File: config.mk
export PLATFORM = sky130hd
export DESIGN_NAME = escape_time_iteration_counter_top
export DESIGN_NICKNAME = d
export VERILOG_FILES = /design/src/rtl/etic_pkg.sv /design/src/rtl/escape_time_iteration_counter_top.sv
export SDC_FILE = /design/constraint.sdc
export NUM_CORES = 2
export LEC_CHECK = 0
export ABC_AREA = 1
export BUFFER_PORTS_ARGS = -buffer_cell sky130_fd_sc_hd__clkbuf_2
export CAP_MARGIN = 5
export CORE_UTILIZATION = 40
export DETAILED_ROUTE_END_ITERATION = 8
export GPL_TIMING_DRIVEN = 0
export PLACE_DENSITY = 0.54
export SLEW_MARGIN = 5
export SYNTH_ARGS = -nofsm -noshare
export SYNTH_HDL_FRONTEND = slang
export SYNTH_SLANG_ARGS = --single-unit
File: constraint.sdc
create_clock -name clk -period 11.4 [get_ports clk]
set_clock_uncertainty 0.15 [all_clocks]
set_input_delay 2.28 -clock clk [delete_from_list [all_inputs] [get_ports clk]]
set_output_delay 2.28 -clock clk [all_outputs]
set_load 0.01 [all_outputs]
File: src/rtl/etic_pkg.sv
// etic_pkg: shared constants, control word type and microprogram table
// for the escape-time iteration counter; no dependencies
`timescale 1ns / 1ps
`default_nettype none

package etic_pkg;

  localparam int FRACTION_BITS = 28;
  localparam int DATA_W        = 32;
  localparam int COUNT_W       = 8;
  localparam int STEP_W        = 3;

  localparam logic signed [DATA_W-1:0] THRESHOLD =
    DATA_W'(64'd2 << FRACTION_BITS);

  typedef enum logic [1:0] {
    DST_NONE = 2'd0,
    DST_XX   = 2'd1,
    DST_YY   = 2'd2,
    DST_XY   = 2'd3
  } dst_t;

  typedef enum logic [1:0] {
    BR_SEQ  = 2'd0,
    BR_GO   = 2'd1,
    BR_EMIT = 2'd2
  } branch_t;

  typedef struct packed {
    logic              a_sel_y;
    logic              b_sel_y;
    dst_t              dst;
    logic              upd;
    branch_t           branch;
    logic [STEP_W-1:0] target;
  } ctrl_word_t;

  localparam logic [STEP_W-1:0] STEP_MUL_XX = 3'd0;
  localparam logic [STEP_W-1:0] STEP_MUL_YY = 3'd1;
  localparam logic [STEP_W-1:0] STEP_MUL_XY = 3'd2;
  localparam logic [STEP_W-1:0] STEP_UPDATE = 3'd3;
  localparam logic [STEP_W-1:0] STEP_EMIT   = 3'd4;

  function automatic ctrl_word_t rom_word(input logic [STEP_W-1:0] step);
    ctrl_word_t w;
    w = '{a_sel_y: 1'b0, b_sel_y: 1'b0, dst: DST_NONE, upd: 1'b0,
          branch: BR_EMIT, target: STEP_MUL_XX};
    unique case (step)
      STEP_MUL_XX: begin
        w.dst    = DST_XX;
        w.branch = BR_SEQ;
      end
      STEP_MUL_YY: begin
        w.a_sel_y = 1'b1;
        w.b_sel_y = 1'b1;
        w.dst     = DST_YY;
        w.branch  = BR_SEQ;
      end
      STEP_MUL_XY: begin
        w.b_sel_y = 1'b1;
        w.dst     = DST_XY;
        w.branch  = BR_SEQ;
      end
      STEP_UPDATE: begin
        w.upd    = 1'b1;
        w.branch = BR_GO;
        w.target = STEP_MUL_XX;
      end
      default: begin
        w.branch = BR_EMIT;
      end
    endcase
    return w;
  endfunction

endpackage

`default_nettype wire

File: src/rtl/escape_time_iteration_counter_top.sv
// escape-time iteration counter: microcoded sequencer over one shared
// 32x32 multiplier; depends on etic_pkg
// sequence: each iteration runs the steps MUL_XX, MUL_YY, MUL_XY and UPDATE,
// then either the next iteration or an EMIT step that waits for a free output register
// throughput: one item at a time; a new point is taken only once the last result is emitted
// reset: synchronous active-low rst_n clears control state, limit to 255
`timescale 1ns / 1ps
`default_nettype none

module escape_time_iteration_counter_top (
  input  wire                               clk,
  input  wire                               rst_n,
  input  wire                               cfg_valid,
  output logic                              cfg_ready,
  input  wire  [etic_pkg::COUNT_W-1:0]      cfg_data,
  input  wire                               in_valid,
  output logic                              in_ready,
  input  wire  signed [etic_pkg::DATA_W-1:0] in_point_real,
  input  wire  signed [etic_pkg::DATA_W-1:0] in_point_imag,
  output logic                              out_valid,
  input  wire                               out_ready,
  output logic [etic_pkg::COUNT_W-1:0]      out_iteration_count,
  output logic                              out_hit_limit
);
  import etic_pkg::*;

  logic [COUNT_W-1:0]        limit_r;
  logic                      busy_r;
  logic [STEP_W-1:0]         step_r, step_nxt;
  logic signed [DATA_W-1:0]  cx_r, cy_r, x_r, y_r, xx_r, yy_r, xy_r;
  logic [COUNT_W-1:0]        count_r, count_nxt;
  logic                      out_valid_r;
  logic [COUNT_W-1:0]        out_count_r;
  logic                      out_hit_r;

  ctrl_word_t                cw;
  logic signed [DATA_W-1:0]  op_a, op_b, mul_res;
  logic signed [2*DATA_W-1:0] prod, prod_sh;
  logic signed [DATA_W-1:0]  mag, x_nxt, y_nxt;
  logic                      go;
  logic                      out_free;
  logic                      in_fire;

  assign cfg_ready           = 1'b1;
  assign in_ready            = ~busy_r;
  assign in_fire             = in_valid & in_ready;
  assign out_valid           = out_valid_r;
  assign out_iteration_count = out_count_r;
  assign out_hit_limit       = out_hit_r;
  assign out_free            = ~out_valid_r | out_ready;

  assign cw = rom_word(step_r);

  // shared multiplier
  assign op_a    = cw.a_sel_y ? y_r : x_r;
  assign op_b    = cw.b_sel_y ? y_r : x_r;
  assign prod    = op_a * op_b;
  assign prod_sh = prod >>> FRACTION_BITS;
  assign mul_res = prod_sh[DATA_W-1:0];

  // iteration update
  assign mag       = xx_r + yy_r;
  assign y_nxt     = xy_r + xy_r + cy_r;
  assign x_nxt     = xx_r - yy_r + cx_r;
  assign count_nxt = count_r + COUNT_W'(1);
  assign go        = (mag <= THRESHOLD) && (count_nxt < limit_r);

  always_comb begin
    step_nxt = step_r;
    unique case (cw.branch)
      BR_SEQ:  step_nxt = step_r + STEP_W'(1);
      BR_GO:   step_nxt = go ? cw.target : STEP_EMIT;
      BR_EMIT: step_nxt = STEP_MUL_XX;
      default: step_nxt = STEP_MUL_XX;
    endcase
  end

  always_ff @(posedge clk) begin
    if (!rst_n) begin
      limit_r     <= COUNT_W'(255);
      busy_r      <= 1'b0;
      step_r      <= STEP_MUL_XX;
      out_valid_r <= 1'b0;
    end else begin
      if (cfg_valid && cfg_ready) begin
        limit_r <= cfg_data;
      end
      if (busy_r && cw.branch == BR_EMIT && out_free) begin
        out_valid_r <= 1'b1;
      end else if (out_valid_r && out_ready) begin
        out_valid_r <= 1'b0;
      end
      if (in_fire) begin
        busy_r <= 1'b1;
        step_r <= STEP_MUL_XX;
      end else if (busy_r) begin
        if (cw.branch == BR_EMIT) begin
          if (out_free) begin
            busy_r <= 1'b0;
            step_r <= step_nxt;
          end
        end else begin
          step_r <= step_nxt;
        end
      end
    end
  end

  // datapath registers
  always_ff @(posedge clk) begin
    if (in_fire) begin
      cx_r    <= in_point_real;
      cy_r    <= in_point_imag;
      x_r     <= '0;
      y_r     <= '0;
      count_r <= '0;
    end else if (busy_r) begin
      unique case (cw.dst)
        DST_XX:   xx_r <= mul_res;
        DST_YY:   yy_r <= mul_res;
        DST_XY:   xy_r <= mul_res;
        DST_NONE: ;
        default:  ;
      endcase
      if (cw.upd) begin
        x_r     <= x_nxt;
        y_r     <= y_nxt;
        count_r <= count_nxt;
      end
      if (cw.branch == BR_EMIT && out_free) begin
        out_count_r <= count_r;
        out_hit_r   <= (count_r == limit_r);
      end
    end
  end

endmodule

`default_nettype wire
==> summary.md <==
| Metric | Value |
|---|---|
| Clock insertion delay at the later pin of the skew report | `~560 ps` |
| Cell repeated most along the worst path | `fa_1` |
| Warnings, synthesis | `0` |
| # port buffers | `between 80 and 90` |
| Top fanout value on the critical path | `10` |
| Root cell of the clock tree | `clkbuf_16` |
| Number of violations of the max-capacitance limit | `0` |
| Number of flops mapped to enable cells by yosys | `approximately 170` |
| Vias in the first global route | `approximately 41000` |
| RePlAce Congestion | `~1.0` |
| Transition time of the tightest slew-check pin | `between 1000 and 1500 ps` |
| Post-synthesis cell count | `between 5000 and 6000` |
| Pwr dens | `between 70 and 80 nW/um^2` |
| Post-Route WL | `between 150000 and 200000 um` |
| Crit-path slowest cell | `a21oi_1` |
| Outcome | `finished, final reports clean` |
| Number of non-filler instances in the completed layout | `7660` |
| Critical Path Sink Type | `register` |
| Mean routed wirelength per cell | `24.86 um` |
| Antenna violations before repair | `4` |
| Required time of the worst setup path | `11570 ps` |
| Leak Pwr | `25.74 nW` |
| Initial cell density of the core | `0.4058` |
| Min-Delay Endpoint | `out_iteration_count[3]` |
| Estimated wirelength of the detail-placed design | `163700 um` |
| Sequential element share of the synthesized area | `0.1357` |
| Core area | `about 120000 sq um` |
| Library cells used by synthesis | `between 50 and 60` |
| Kind of start point of the critical path | `register` |
| Die Span Y | `354.6 um` |
| ANT nets after route | `0` |
| Final Setup Violations | `0` |
| Iteration count of the initial detailed-routing pass | `7` |
| Std cell rows | `between 100 and 150` |
| Most common cell after layout, fill and taps aside | `inv_1` |
| Routed via count | `between 40000 and 50000` |
| Net Count, Synth | `7307` |
| Minimum clock period after layout | `roughly 11000 ps` |
| Layout overhead on the synthesized area | `7.446%` |
| Sum of internal, switching and leakage power | `3.749 mW` |
| Leading cell types in the layout, fill and taps excluded | `inv_1 (1456), nand2_1 (1097), fa_1 (1067), nor2_1 (670), ha_1 (282)` |
| Slew margin rel. | `0.06861` |
| Overall die area | `roughly 130000 sq um` |
| Filler Cell Count | `~13000` |
| Total routing resource utilization after global routing | `0.3077` |
| F_max | `approximately 90 MHz` |
| Total congestion overflow | `0` |
| Clock buffer count from CTS | `25` |
| Proportion of synthesized flip-flops having asynchronous set or reset | `0` |
| Worst path setup slack after routing | `roughly 56 ps` |
| Primary flip-flop cell chosen by synthesis mapping | `edfxtp_1` |
| Number of pins exceeding their max-slew limit in the final report | `0` |
| Cell Area, Synth | `between 40000 and 50000 sq um` |
| Critical path data arrival time | `approximately 12000 ps` |
| Period utilization | `0.9951` |
| Synth Area per Inst | `~8.5 sq um` |
| Worst R2R End | `xx_r[27]` |
| Drc violations | `0` |
| H-tree levels | `1` |
| Net count of the finished layout | `about 7400` |
| Crit path buf inv count | `7` |
| Number of cells on the worst hold path | `0` |
| Clock buffer depth | `3` |
| Worst Setup Slack post-DPL | `-140.8 ps` |
| Iter 0 DRT Violations | `3998` |
| Worst Setup Path Type | `register to register` |
| Die outline width | `~350 um` |
| Kind of cell with the highest combined delay on the critical path | `adder cells` |
| Worst min path class | `register to register` |
| R2R cell count | `27` |
| Largest voltage drop on the vdd net | `0.09514 mV` |
| Highest cell delay on the worst timing path | `1080 ps` |
| Routed via count divided by cell count | `5.225` |
| Clock transition at the register clock pins on the worst setup and hold paths after CTS | `70 ps` |
| Worst min-delay path startpoint | `count_r[3]` |
| Wire length of the first global-routing pass | `about 280000 um` |
| CTS tree | `done` |
| Reg-to-reg startpoint | `step_r[1]` |
| Post-Place Cells | `7609` |
| Share of final-layout standard cells stronger than drive strength 1 | `0.04640` |
| Number of buffers inserted for hold repair after clock tree synthesis | `0` |
| Clock net sink count | `~250` |
| Final hold violation count | `0` |
| Number of I/O pins | `89` |
| Worst reg-to-reg setup slack | `approximately 56 ps` |
| Register bit count reported by yosys | `253` |
| Pin count of the biggest net entering global routing | `63` |
-- worst register-to-register path: stages (launching register included) --
cell and delay, ps:
dfxtp_1 380, inv_1 90, ha_1 240, nand2_4 220, inv_2 100, a21oi_1 1080, clkinv_1 1050, clkbuf_1 710
nor2_1 360, fa_1 460, fa_1 500, fa_1 570, fa_1 500, fa_1 580, fa_1 480, fa_1 500
inv_1 50, fa_1 480, inv_1 40, ha_1 380, nand2_1 130, nor2_1 230, inv_1 130, nor4_1 540
nand4_1 210, nand2_1 400, a31oi_1 180, xnor2_1 370
-- registers in the layout (all words and copies together) (netlist names) --
signal / count
busy_r: 1
count_r: 8
cx_r: 32
cy_r: 32
limit_r: 8
out_hit_limit: 1
out_iteration_count: 8
out_valid: 1
step_r: 3
x_r: 32
xx_r: 32
xy_r: 31
y_r: 32
yy_r: 32
-- cell families after synthesis --
group,after synthesis,synth area share
and+or+nand+nor,1941,0.1529
buffers and inverters,1677,0.1275
adders and majority gates,1351,0.5014
AOI/OAI and AO/OA,536,0.06128
DFF,253,0.1357
xor gates and xnor gates,120,0.02114
other,1,0.00007542
-- cells in the mapped netlist (3+ instances only) --
library cell | count | area, sq um
or2_2 | 8 | 50.05
a21o_1 | 4 | 30.03
o21ai_1 | 40 | 200.2
o21ai_2 | 12 | 105.1
o21bai_1 | 24 | 180.2
fa_1 | 1069 | 21400
nor3_1 | 26 | 130.1
a211oi_1 | 8 | 60.06
o21ai_0 | 146 | 730.7
or2_1 | 6 | 37.54
a21oi_1 | 212 | 1061
dfxtp_1 | 85 | 1702
o21a_1 | 13 | 97.59
inv_1 | 1457 | 5469
clkbuf_1 | 142 | 533.0
and2_1 | 6 | 37.54
nand4_1 | 27 | 168.9
ha_1 | 282 | 3528
a31oi_1 | 22 | 137.6
inv_2 | 29 | 108.9
nand3_1 | 78 | 390.4
nand3b_1 | 4 | 30.03
xnor2_1 | 43 | 376.6
clkinv_1 | 9 | 33.78
buf_2 | 24 | 120.1
edfxtp_1 | 168 | 5045
nor2_1 | 671 | 2519
buf_1 | 13 | 48.80
o31ai_1 | 3 | 22.52
o211ai_1 | 32 | 240.2
nor4_1 | 9 | 56.30
a221oi_1 | 3 | 26.28
xor2_1 | 77 | 674.4
nand2_1 | 1099 | 4125
-- layout make-up --
type	instances	area [sq um]	share of cell area
Clock buffer	30	665.6	0.01246
Buffer	179	738.2	0.01382
Timing Repair Buffer	113	726.9	0.01361
Antenna cell	1	2.502	0.00004684
Multi-Input combinational cell	3949	36770	0.6883
Sequential cell	253	6746	0.1263
Clock inverter	15	113.9	0.002131
Inverter	1495	5624	0.1053
Tap cell	1625	2033	0.03806
-- stage by stage --
step | TNS, ps | util | hold WS (ps) | instance area [sq um]
floorplan | 0 | - | 256.4 | 49720
global placement | -1455 | 0.4260 | 293.1 | 52190
detailed placement | -505.9 | 0.4285 | 293.0 | 52500
CTS | 0 | 0.4349 | 309.4 | 53280
global route | -49.79 | 0.4360 | 308.3 | 53420
finish | 0 | 0.4360 | 302.2 | 53420
-- per-layer routing --
metal	up-vias	wire length, um	GRT usage
li1	17600	-	-
met1	20300	83240	0.4481
met2	1798	80610	0.4552
met3	320	16120	0.04458
met4	0	10440	0.1333
met5	-	0	0
-- worst max-delay path by stage --
stage / startpoint / endpoint / slack, ps / cells past startpoint
global placement: step_r[1] / xx_r[23] / -230 / 32
finish: step_r[1] / xx_r[27] / 60 / 27
CTS: step_r[1] / xy_r[23] / 30 / 30
detailed placement: step_r[1] / yy_r[23] / -140 / 34
floorplan: step_r[1] / xx_r[31] / 2910 / 32
global route: step_r[1] / xy_r[23] / -20 / 33
-- where the power goes --
| group | total (mW) | switching (mW) | internal, mW |
|---|---|---|---|
| combinational | 1.83 | 1.32 | 0.518 |
| clock | 0.835 | 0.392 | 0.442 |
| sequential | 1.08 | 0.0240 | 1.06 |
| total | 3.75 | 1.73 | 2.02 |
-- timing repair --
item                                    CTS  global route
endpoints found under the setup margin   12            26
gates cloned                              0             0
resized for setup                         2            37
pin swaps                                 0             1
setup buffers                             0             8
Power figures use the tool's default switching activity.
